<file path="config.mk">
export PLATFORM = sky130hd
export DESIGN_NAME = sorted_insert_priority_queue_unit_flat
export DESIGN_NICKNAME = d
export VERILOG_FILES = /design/src/sv/spq_pkg.sv /design/src/sv/spq_in_if.sv /design/src/sv/spq_out_if.sv /design/src/sv/spq_cell.sv /design/src/sv/sorted_insert_priority_queue_unit.sv /design/src/flat_wrapper.sv
export VERILOG_INCLUDE_DIRS = /design/src /design/src/sv
export SDC_FILE = /design/constraint.sdc
export NUM_CORES = 2
export LEC_CHECK = 0
export ABC_CLOCK_PERIOD_IN_PS = 9900
export CORE_MARGIN = 1
export CORE_UTILIZATION = 40
export DETAILED_ROUTE_END_ITERATION = 7
export DONT_BUFFER_PORTS = 1
export HOLD_SLACK_MARGIN = 0.08
export PLACE_DENSITY_LB_ADDON = 0.3
export SYNTH_ARGS = -nofsm -noshare
export SYNTH_HDL_FRONTEND = slang
export SYNTH_SLANG_ARGS = --single-unit
</file>
<file path="constraint.sdc">
create_clock -name clk -period 9.9 [get_ports clk]
set_input_delay 1.98 -clock clk [delete_from_list [all_inputs] [get_ports clk]]
set_output_delay 1.98 -clock clk [all_outputs]
set_load 0.005 [all_outputs]
</file>
<file path="src/sv/sorted_insert_priority_queue_unit_defines.svh">
// ----------------------------------------------------------------------------
// sorted insert priority queue unit defines
// assertion macros used by the queue rtl
// ----------------------------------------------------------------------------
`ifndef SORTED_INSERT_PRIORITY_QUEUE_UNIT_DEFINES_SVH
`define SORTED_INSERT_PRIORITY_QUEUE_UNIT_DEFINES_SVH

// a condition that holds at every clock edge out of reset
`define SPQ_ASSERT_ALWAYS(label, expr, msg) \
  label: assert property (@(posedge clk) disable iff (!rst_n) (expr)) else $error(msg);

// a condition that implies another at the next clock edge
`define SPQ_ASSERT_NEXT(label, ante, cons, msg) \
  label: assert property (@(posedge clk) disable iff (!rst_n) (ante) |=> (cons)) \
    else $error(msg);

`endif

</file>
<file path="src/sv/spq_pkg.sv">
// ----------------------------------------------------------------------------
// spq_pkg
// shared constants, codes and types of the sorted insert priority queue
// ----------------------------------------------------------------------------
`timescale 1ns / 1ps
`default_nettype none

package spq_pkg;

  localparam int QUEUE_DEPTH = 16;
  localparam int CNT_W       = $clog2(QUEUE_DEPTH + 1);
  localparam int MODE_W      = 2;
  localparam int KEY_W       = 32;
  localparam int PAY_W       = 32;
  localparam int STATUS_W    = 2;
  localparam int OCC_W       = 5;

  // operation codes
  localparam logic [MODE_W-1:0] MODE_APPEND = 2'd0;
  localparam logic [MODE_W-1:0] MODE_SORTED = 2'd1;
  localparam logic [MODE_W-1:0] MODE_REMOVE = 2'd2;

  // status codes
  localparam logic [STATUS_W-1:0] ST_DONE  = 2'd0;
  localparam logic [STATUS_W-1:0] ST_FULL  = 2'd1;
  localparam logic [STATUS_W-1:0] ST_EMPTY = 2'd2;

  typedef struct packed {
    logic signed [KEY_W-1:0] key;
    logic        [PAY_W-1:0] payload;
  } entry_t;

  // per cell control for one operation
  typedef struct packed {
    logic insert;   // insert going ahead this cycle
    logic sorted;   // insert by key rather than at the rear
    logic remove;   // front removal going ahead this cycle
    logic occ;      // cell holds an entry
    logic tail;     // cell is the first free slot
  } cell_ctl_t;

endpackage

`default_nettype wire

</file>
<file path="src/sv/spq_in_if.sv">
// ----------------------------------------------------------------------------
// spq_in_if
// request channel of the priority queue: valid, ready and one operation
// ----------------------------------------------------------------------------
`timescale 1ns / 1ps
`default_nettype none

interface spq_in_if
  import spq_pkg::*;
  ();
  logic                      valid;
  logic                      ready;
  logic [MODE_W-1:0]         mode;
  logic signed [KEY_W-1:0]   item_key;
  logic [PAY_W-1:0]          item_payload;

  modport source (output valid, output mode, output item_key, output item_payload,
                  input ready);
  modport sink   (input valid, input mode, input item_key, input item_payload,
                  output ready);
endinterface

`default_nettype wire

</file>
<file path="src/sv/spq_out_if.sv">
// ----------------------------------------------------------------------------
// spq_out_if
// result channel of the priority queue: valid, ready and one result
// ----------------------------------------------------------------------------
`timescale 1ns / 1ps
`default_nettype none

interface spq_out_if
  import spq_pkg::*;
  ();
  logic                      valid;
  logic                      ready;
  logic [STATUS_W-1:0]       status;
  logic signed [KEY_W-1:0]   removed_key;
  logic [PAY_W-1:0]          removed_payload;
  logic [OCC_W-1:0]          occupancy;

  modport source (output valid, output status, output removed_key,
                  output removed_payload, output occupancy, input ready);
  modport sink   (input valid, input status, input removed_key,
                  input removed_payload, input occupancy, output ready);
endinterface

`default_nettype wire

</file>
<file path="src/sv/spq_cell.sv">
// ----------------------------------------------------------------------------
// spq_cell
// one queue slot: compares against the new key and shifts with its neighbors
// ----------------------------------------------------------------------------
`timescale 1ns / 1ps
`default_nettype none

module spq_cell
  import spq_pkg::*;
(
  input  wire logic      clk,
  input  wire cell_ctl_t ctl,
  input  wire entry_t    new_ent,
  input  wire entry_t    left_ent,
  input  wire entry_t    right_ent,
  input  wire logic      shift_in,
  output logic           shift_out,
  output entry_t         ent
);

  entry_t ent_r;
  entry_t ent_nxt;
  logic   mark;

  // first stored key strictly above the new one marks the insert point
  assign mark      = ctl.insert && ctl.sorted && ctl.occ && (ent_r.key > new_ent.key);
  assign shift_out = shift_in || mark;

  always_comb begin
    ent_nxt = ent_r;
    if (ctl.insert) begin
      if (shift_in) begin
        ent_nxt = left_ent;
      end else if (mark || ctl.tail) begin
        ent_nxt = new_ent;
      end
    end else if (ctl.remove) begin
      ent_nxt = right_ent;
    end
  end

  always_ff @(posedge clk) begin
    ent_r <= ent_nxt;
  end

  assign ent = ent_r;

endmodule

`default_nettype wire

</file>
<file path="src/sv/sorted_insert_priority_queue_unit.sv">
// ----------------------------------------------------------------------------
// sorted_insert_priority_queue_unit
// bounded key/payload queue with append, sorted insert and front removal
// ----------------------------------------------------------------------------
//  channel   dir  handshake          payload
//  in_chan   in   valid / ready      mode, item_key, item_payload
//  out_chan  out  valid / ready      status, removed_key, removed_payload,
//                                    occupancy
//
//  one request per cycle while results are taken; the result is registered in
//  the cycle after acceptance, as the cell row compares and shifts every slot
//  synchronous active-low reset empties the queue and drops any pending result
//  a stalled result is held in the output register; a new request is taken
//  in the same cycle that the held result leaves
// ----------------------------------------------------------------------------
`timescale 1ns / 1ps
`default_nettype none
`include "sorted_insert_priority_queue_unit_defines.svh"

module sorted_insert_priority_queue_unit
  import spq_pkg::*;
(
  input  wire logic  clk,
  input  wire logic  rst_n,
  spq_in_if.sink     in_chan,
  spq_out_if.source  out_chan
);

  // occupancy and result register
  logic [CNT_W-1:0]        count_r;
  logic [CNT_W-1:0]        count_nxt;
  logic                    out_valid_r;
  logic [STATUS_W-1:0]     status_r;
  logic [STATUS_W-1:0]     status_nxt;
  logic signed [KEY_W-1:0] rkey_r;
  logic signed [KEY_W-1:0] rkey_nxt;
  logic [PAY_W-1:0]        rpay_r;
  logic [PAY_W-1:0]        rpay_nxt;

  logic      accept;
  logic      is_insert;
  logic      is_remove;
  logic      full;
  logic      empty;
  logic      do_insert;
  logic      do_remove;
  logic      ins_full;
  logic      rm_empty;
  entry_t    new_ent;

  entry_t    ent   [QUEUE_DEPTH];
  logic      shift [QUEUE_DEPTH+1];

  // output register frees up when its result is taken
  assign in_chan.ready = !out_valid_r || out_chan.ready;
  assign accept        = in_chan.valid && in_chan.ready;

  assign is_insert = in_chan.mode inside {MODE_APPEND, MODE_SORTED};
  assign is_remove = (in_chan.mode == MODE_REMOVE);
  assign full      = (count_r == CNT_W'(QUEUE_DEPTH));
  assign empty     = (count_r == '0);
  assign do_insert = accept && is_insert && !full;
  assign do_remove = accept && is_remove && !empty;

  assign new_ent.key     = in_chan.item_key;
  assign new_ent.payload = in_chan.item_payload;

  // nothing lies ahead of the front cell
  assign shift[0] = 1'b0;

  // row of cells, slot 0 at the front
  for (genvar i = 0; i < QUEUE_DEPTH; i++) begin : g_cell
    cell_ctl_t ctl;
    entry_t    left_ent;
    entry_t    right_ent;

    assign ctl.insert = do_insert;
    assign ctl.sorted = (in_chan.mode == MODE_SORTED);
    assign ctl.remove = do_remove;
    assign ctl.occ    = (CNT_W'(i) < count_r);
    assign ctl.tail   = (CNT_W'(i) == count_r);

    if (i == 0) begin : g_front
      assign left_ent = new_ent;
    end else begin : g_mid_l
      assign left_ent = ent[i-1];
    end

    // the rear cell shifts in nothing on removal; that slot falls out of range
    if (i == QUEUE_DEPTH - 1) begin : g_rear
      assign right_ent = '0;
    end else begin : g_mid_r
      assign right_ent = ent[i+1];
    end

    spq_cell u_cell (
      .clk       (clk),
      .ctl       (ctl),
      .new_ent   (new_ent),
      .left_ent  (left_ent),
      .right_ent (right_ent),
      .shift_in  (shift[i]),
      .shift_out (shift[i+1]),
      .ent       (ent[i])
    );
  end

  // result of the accepted request
  always_comb begin
    count_nxt  = count_r;
    status_nxt = ST_DONE;
    rkey_nxt   = '0;
    rpay_nxt   = '0;
    if (is_insert) begin
      if (full) begin
        status_nxt = ST_FULL;
      end else begin
        count_nxt = count_r + CNT_W'(1);
      end
    end else if (is_remove) begin
      if (empty) begin
        status_nxt = ST_EMPTY;
      end else begin
        count_nxt = count_r - CNT_W'(1);
        rkey_nxt  = ent[0].key;
        rpay_nxt  = ent[0].payload;
      end
    end
  end

  always_ff @(posedge clk) begin
    if (!rst_n) begin
      count_r     <= '0;
      out_valid_r <= 1'b0;
    end else begin
      if (accept) begin
        count_r     <= count_nxt;
        out_valid_r <= 1'b1;
      end else if (out_chan.ready) begin
        out_valid_r <= 1'b0;
      end
    end
  end

  // payload side of the result register
  always_ff @(posedge clk) begin
    if (accept) begin
      status_r <= status_nxt;
      rkey_r   <= rkey_nxt;
      rpay_r   <= rpay_nxt;
    end
  end

  assign out_chan.valid           = out_valid_r;
  assign out_chan.status          = status_r;
  assign out_chan.removed_key     = rkey_r;
  assign out_chan.removed_payload = rpay_r;
  assign out_chan.occupancy       = OCC_W'(count_r);

  // refused requests
  assign ins_full = accept && is_insert && full;
  assign rm_empty = accept && is_remove && empty;

  // checks
  `SPQ_ASSERT_ALWAYS(a_count_bound, count_r <= CNT_W'(QUEUE_DEPTH), "count above depth")
  `SPQ_ASSERT_NEXT(a_occ_follows, accept, out_chan.occupancy == OCC_W'(count_r), "bad occupancy")
  `SPQ_ASSERT_NEXT(a_empty_status, rm_empty, status_r == ST_EMPTY && empty, "empty removal")
  `SPQ_ASSERT_NEXT(a_full_hold, ins_full, status_r == ST_FULL && $stable(count_r), "full insert")

endmodule

`default_nettype wire
</file>
<file path="src/flat_wrapper.sv">
// flat-port wrapper written by rule: the top's interface ports become plain ports
module sorted_insert_priority_queue_unit_flat import spq_pkg::*;
  (clk, rst_n, in_chan_valid, in_chan_mode, in_chan_item_key, in_chan_item_payload, in_chan_ready, out_chan_valid, out_chan_status, out_chan_removed_key, out_chan_removed_payload, out_chan_occupancy, out_chan_ready);
  spq_in_if in_chan_i ();
  spq_out_if out_chan_i ();
  input  wire logic clk;
  input  wire logic rst_n;
  input wire logic [$bits(in_chan_i.valid)-1:0] in_chan_valid;
  input wire logic [$bits(in_chan_i.mode)-1:0] in_chan_mode;
  input wire logic [$bits(in_chan_i.item_key)-1:0] in_chan_item_key;
  input wire logic [$bits(in_chan_i.item_payload)-1:0] in_chan_item_payload;
  output wire logic [$bits(in_chan_i.ready)-1:0] in_chan_ready;
  output wire logic [$bits(out_chan_i.valid)-1:0] out_chan_valid;
  output wire logic [$bits(out_chan_i.status)-1:0] out_chan_status;
  output wire logic [$bits(out_chan_i.removed_key)-1:0] out_chan_removed_key;
  output wire logic [$bits(out_chan_i.removed_payload)-1:0] out_chan_removed_payload;
  output wire logic [$bits(out_chan_i.occupancy)-1:0] out_chan_occupancy;
  input wire logic [$bits(out_chan_i.ready)-1:0] out_chan_ready;
  assign in_chan_i.valid = in_chan_valid;
  assign in_chan_i.mode = in_chan_mode;
  assign in_chan_i.item_key = in_chan_item_key;
  assign in_chan_i.item_payload = in_chan_item_payload;
  assign in_chan_ready = in_chan_i.ready;
  assign out_chan_valid = out_chan_i.valid;
  assign out_chan_status = out_chan_i.status;
  assign out_chan_removed_key = out_chan_i.removed_key;
  assign out_chan_removed_payload = out_chan_i.removed_payload;
  assign out_chan_occupancy = out_chan_i.occupancy;
  assign out_chan_i.ready = out_chan_ready;
  sorted_insert_priority_queue_unit u_core (.clk(clk), .rst_n(rst_n), .in_chan(in_chan_i), .out_chan(out_chan_i));
endmodule
</file>
* Yosys cells after proc, flatten, opt, wreduce, memory -nomap -nowiden
Index checks and enable logic that the tools add are counted.
** Storage, ports and cells
- Bits in writable memories :: 0
- Latch bits :: 0
- Logic and storage cells :: 277
- Register bits :: 1096
- Input port bits :: 70
- Output and inout port bits :: 73
- Bits in read-only memories :: 0
- Memories kept :: 0
** Cells by class
- Div/mod/pow operators :: 0
- Shifts and indexed selects :: 0
- Equality and inequality tests :: 36
- Muxes and demuxes :: 73
- Reduce and logical (&&, ||, !) cells :: 96
- Order comparisons :: 32
- Bitwise logic cells :: 1
- $add $sub $neg :: 2
- $mul :: 0
** Operators by type and width (number)
- $mux W64 :: 63
- $gt A32 B32 Y1 :: 16
- $ne A3 B3 Y1 const B :: 15
- $eq A4 B5 Y1 const A :: 8
- $lt A4 B5 Y1 const A :: 8
- $logic_and A1 B1 Y1 :: 38
- $reduce_and A2 Y1 :: 16
- $logic_or A1 B1 Y1 :: 31
- $eq A3 B5 Y1 const A :: 4
- $lt A3 B5 Y1 const A :: 4
- $mux W5 :: 4
- $eq A2 B5 Y1 const A :: 2
- $lt A1 B5 Y1 const A :: 2
- $lt A2 B5 Y1 const A :: 2
- $reduce_bool A2 Y1 :: 4
- $mux W2 :: 3
- $add A5 B1 Y5 const B :: 1
- $eq A1 B5 Y1 const A :: 1
- $eq A5 B5 Y1 const B :: 1
- $logic_not A5 Y1 :: 1
- $sub A5 B1 Y5 const B :: 1
- $ne A2 B2 Y1 const B :: 2
- $reduce_and A4 Y1 :: 1
- $logic_not A1 Y1 :: 3
- other kinds (7) :: 9

* Depth between registers and ports, before layout
- Depth in word-level cells :: 24
- Mapped depth :: 17
- Depth with buffers taken out :: 12

* By module
A second synthesis with hierarchy kept.
** Unflattened totals
- Cells, all modules :: 6618
- Area, all modules :: 68680.9 um^2
** Modules (own cells, without submodules)
- spq_cell at u_core.g_cell[0].u_cell ... :: times used 13, cells each 398, area an instance 4091.4 um^2, sequential area each 1921.8 um^2
- spq_cell at u_core.g_cell[7].u_cell ... :: times used 3, cells each 401, area an instance 4119.0 um^2, sequential area each 1921.8 um^2
- sorted_insert_priority_queue_unit :: times used 1, cells each 241, area an instance 3135.5 um^2, sequential area each 2102.0 um^2

* Least setup slack after synthesis
No wires, ideal clock.
- Path kind :: input to register
- From :: input port in_chan_item_key[5]
- To :: register u_core.g_cell[7].u_cell.ent_r, in the netlist u_core.g_cell[7].u_cell.ent[0] (enable)
- Library setup time :: 0.574 ns
- Cell stages on the path :: 16
- Path buffers :: 4
- Data arrival time :: 9.892 ns
- Path slack :: -0.566 ns
- Data required time :: 9.326 ns
- Cells stage by stage :: inv_1 ha_1 a21o_1 a221o_1 a221oi_1 nor3_1 or4_1 a21boi_1 o21ba_2 clkbuf_1 buf_2 nand4b_1 clkbuf_1 clkbuf_1 a21oi_1 o21ai_0
** Between the ends
- Longest elaborated chain between the ends :: 10
- Elaborated cells on any way between the ends :: 25
- Classes of those cells :: 8 x order compare; 1 x eq/ne; 16 x reduce/logical
** RTL lines
- from (decl) :: RTL line flat_wrapper.sv:10 : input wire logic [$bits(in_chan_i.item_key)-1:0] in_chan_item_key;
- $gt A32 B32 Y1 :: RTL line spq_cell.sv:26 : assign mark = ctl.insert && ctl.sorted && ctl.occ && (ent_r.key > new_ent.key);
- $logic_and A1 B1 Y1 :: RTL line spq_cell.sv:26
- $logic_or A1 B1 Y1 (6 in a row) :: RTL line spq_cell.sv:27 : assign shift_out = shift_in || mark;
- $ne A3 B3 Y1 (no source line) (*)
- $reduce_and A2 Y1 (no source line) (*)
- to (signal assigned) :: RTL line spq_cell.sv:43 : ent_r <= ent_nxt;
- to (decl) :: RTL line spq_cell.sv:21 : entry_t ent_r;
Every way passes the cells marked *; elsewhere a longest branch is shown, timed or not.
A chain may end at the register's enable or synchronous reset.

==> impl_metrics.env <==
export IMPL_drive_gt1_share_pct=6.07
export IMPL_synth_flop_cell="edfxtp_1"
export IMPL_first_pass_iters=6
export IMPL_synth_top_family_by_area="compound AO/OA/AOI/OAI gates"
export IMPL_path_clk_slew_ns=0.06
export IMPL_num_rows=145
export IMPL_holdCritPathClass="reg2reg"
export IMPL_fmax_mhz=126
export IMPL_clock_latency_ns=0.84
export IMPL_ys_types=74
export IMPL_post_route_min_period_ns=7.91
export IMPL_synthDominantCellAreaShare_pct=51.6
export IMPL_detail_route_antenna_nets=0
export IMPL_cts_tree="built"
export IMPL_synth_area_top_cells="edfxtp_1 52%, ha_1 10%, mux2i_1 5.6%, o21ai_0 5.2%, a221o_1 5.1%"
export IMPL_vdd_ir_drop_worst_mv=0.193
export IMPL_finalNonFillerCells=7791
export IMPL_tritoncts_num_buffers=131
export IMPL_htree_levels=4
export IMPL_synth_nets=6384
export IMPL_synthCells=5797
export IMPL_dpl_cell_area_um2=65700
export IMPL_grt_usage_pct=25.7
export IMPL_period_share_pct=79.9
export IMPL_setup_tns_ns=0
export IMPL_layout_setup_ws_ns=1.99
export IMPL_drtIter0Drc=5440
export IMPL_fin_nets=6212
export IMPL_die_w_um=400
export IMPL_final_cell_area_um2=70000
export IMPL_ys_seq_area_share_pct=51.8
export IMPL_core_area_um2=157000
export IMPL_synth_fa_ha_area_share_pct=10.2
export IMPL_dpl_cell_count=7550
export IMPL_clock_skew_final_ns=0.0699
export IMPL_portBuffers=0
export IMPL_cts_sinks=1096
export IMPL_syn_to_final_growth_pct=10.3
export IMPL_crit_fanout=208
export IMPL_ctsHoldBuffers=0
export IMPL_grt_pass1_wl_mm=314
export IMPL_synthesis_area_um2=63500
export IMPL_dieArea_um2=160000
export IMPL_via_per_inst=6.26
export IMPL_async_reset_ff_share_pct=0
export IMPL_grt_pass1_vias=47500
export IMPL_avgSynthCellArea_um2=10.9
export IMPL_wl_mm=211
export IMPL_maxCapViolations=0
export IMPL_antenna_found_initial=8
export IMPL_synth_simple_area_share_pct=11.2
export IMPL_drv_slew=0
export IMPL_final_util_pct=44.6
export IMPL_route_detailed_drc=0
export IMPL_muxShareOfSynthArea_pct=5.57
export IMPL_cp_arrival_ns=8.54
export IMPL_overflow=0
export IMPL_synth_edf_count=1090
export IMPL_power_density_nw_per_um2=188
export IMPL_required_ns=10.53
export IMPL_slew_headroom_pct=4.42
export IMPL_postCtsSetupBuffers=0
export IMPL_ys_ff_latch=1096
export IMPL_cts_buffer_depth=3
export IMPL_run_status="finished clean"
export IMPL_synth_xor_area_share_pct=0.0828
export IMPL_wl_per_cell_um=27.1
export IMPL_hpwl_mm=141
export IMPL_cp_end_kind="flop"
export IMPL_rsz0062_at_grt="false"
export IMPL_setup_violations=0
export IMPL_grt_max_degree=225
export IMPL_yosysTopAreaCell="edfxtp_1"
export IMPL_final_fill_count=14300
export IMPL_synth_compound_area_share_pct=17.7
export IMPL_critPathLaunchType="primary input"
export IMPL_pre_cts_ws_ns=1.30
export IMPL_ys_warn_count=0
export IMPL_routabilityCongestion=0.960
export IMPL_crit_type="in2reg"
export IMPL_die_y_um=400
export IMPL_io_pins=143
export IMPL_start_util_pct=40.4
export IMPL_cts_root_buf="clkbuf_16"
export IMPL_route_vias_total=48800
export IMPL_hold_viol_final=0
export IMPL_p_leak_nw=26.7
export IMPL_worst_pin_slew_ns=1.41
export IMPL_cts_resized=0
==> worst max-delay path: stages <==
cell      delay, ns
inv_1          0.20
ha_1           0.60
nand4_1        0.30
or4_1          0.85
nor4_1         1.13
a211oi_1       0.16
a21boi_4       0.21
o21ba_4        0.24
buf_4          0.74
nand4_1        0.43
buf_12         0.35
or3_1          0.65
a31oi_1        0.18
==> cell families after synthesis <==
kind of cell	Yosys count
compound gates	1656
buf+inv	553
simple gates	1616
xor+xnor	6
fa+ha+maj	517
mux	353
flops	1096
==> where the power goes <==
group	total (mW)	leakage, nW	switching, mW	internal, mW
clock network	4.86	2.06	2.18	2.68
registers	5.90	10.1	0.247	5.65
logic	2.43	14.6	1.60	0.825
total	13.2	26.7	4.03	9.16
==> synth_stat cells, types with 7 or more instances <==
master,count
a21boi_0,7
o31ai_1,9
nor2_1,480
nor3_1,22
a2111oi_0,7
nand2b_1,15
mux2i_1,353
nor4_1,22
edfxtp_1,1090
a211oi_1,36
nand2_1,718
clkbuf_1,319
a21o_1,63
o21ai_0,665
ha_1,517
a31oi_1,79
a221o_1,323
buf_1,19
o21ai_1,10
a21oi_1,173
or4_1,7
and4_1,16
inv_1,135
or3_1,42
nor2b_1,26
and2_1,70
nand4_1,128
a211o_1,9
o221ai_1,72
a221oi_1,8
buf_2,73
o21a_1,15
nand3_1,42
o211ai_1,139
o2111ai_1,7
==> cells in the final DEF (no fill, tap or decap), types with 8 or more instances in the layout <==
cell type	instances
a21oi_1	171
mux2i_1	353
clkinv_2	19
a211oi_1	36
o21ai_4	14
a221o_1	323
nand4_1	128
nand3_1	40
edfxtp_1	1090
buf_4	100
nand2b_1	15
o211ai_1	139
nand2_1	717
inv_1	135
o221ai_1	72
nor2b_1	26
a211o_1	9
clkbuf_16	131
ha_1	517
o21a_1	15
and2_1	69
a31oi_1	78
a21o_1	63
nor2_1	480
o21ai_1	10
clkinv_16	13
nor3_1	21
nor4_1	17
o21ai_0	651
buf_12	13
clkbuf_1	25
a221oi_1	8
and4_1	16
clkinv_1	30
or3_1	41
==> flip-flops by register name (all words and copies together) (netlist names) <==
signal / count
u_core.out_chan.occupancy: 5
u_core.g_cell.u_cell.ent: 1024
u_core.out_chan.valid: 1
u_core.out_chan.removed_payload: 32
u_core.out_chan.removed_key: 32
u_core.out_chan.status: 2
==> metrics by stage <==
| step | power [mW] | hold slack, ns |
|---|---|---|
| after global placement | 8.31 | 0.525 |
| after floorplan | 7.59 | 0.518 |
| after detailed placement | 8.37 | 0.534 |
| final | 13.2 | 0.545 |
| after global routing | 13.7 | 0.556 |
| after CTS | 13.2 | 0.539 |
==> path summary, 6_finish.rpt <==
path	startpoint	slack, ns	cells past startpoint	end
worst max register to register	u_core.g_cell[0].u_cell.ent[63]$_DFFE_PP_	2.94	12	u_core.g_cell[10].u_cell.ent[47]$_DFFE_PP_
worst min register to register	u_core.g_cell[1].u_cell.ent[31]$_DFFE_PP_	0.55	2	u_core.g_cell[0].u_cell.ent[31]$_DFFE_PP_
worst max-delay path	in_chan_item_key[31]	1.99	13	u_core.g_cell[10].u_cell.ent[47]$_DFFE_PP_
worst min-delay path	u_core.g_cell[1].u_cell.ent[31]$_DFFE_PP_	0.55	2	u_core.g_cell[0].u_cell.ent[31]$_DFFE_PP_
==> per-layer routing <==
metal  vias up  routed length, um  GRT usage (%)
met5         -                 55              0
met2      2098              95900           40.3
met1     24300              91200           34.9
li1      22000                  -              -
met4         8               7590           9.47
met3       371              16600           5.35
==> area by class of cell <==
class / instances / area (um2) / share of cell area [%]
Clock inverter: 83 / 942 / 1.35
Sequential cell: 1096 / 32900 / 46.9
Inverter: 135 / 507 / 0.724
Antenna cell: 2 / 5.00 / 0.00715
Multi-Input combinational cell: 4148 / 28800 / 41.1
Timing Repair Buffer: 113 / 1010 / 1.44
Tap cell: 2058 / 2570 / 3.68
Clock buffer: 156 / 3370 / 4.82
No activity file was read; power rests on OpenSTA's default activity.
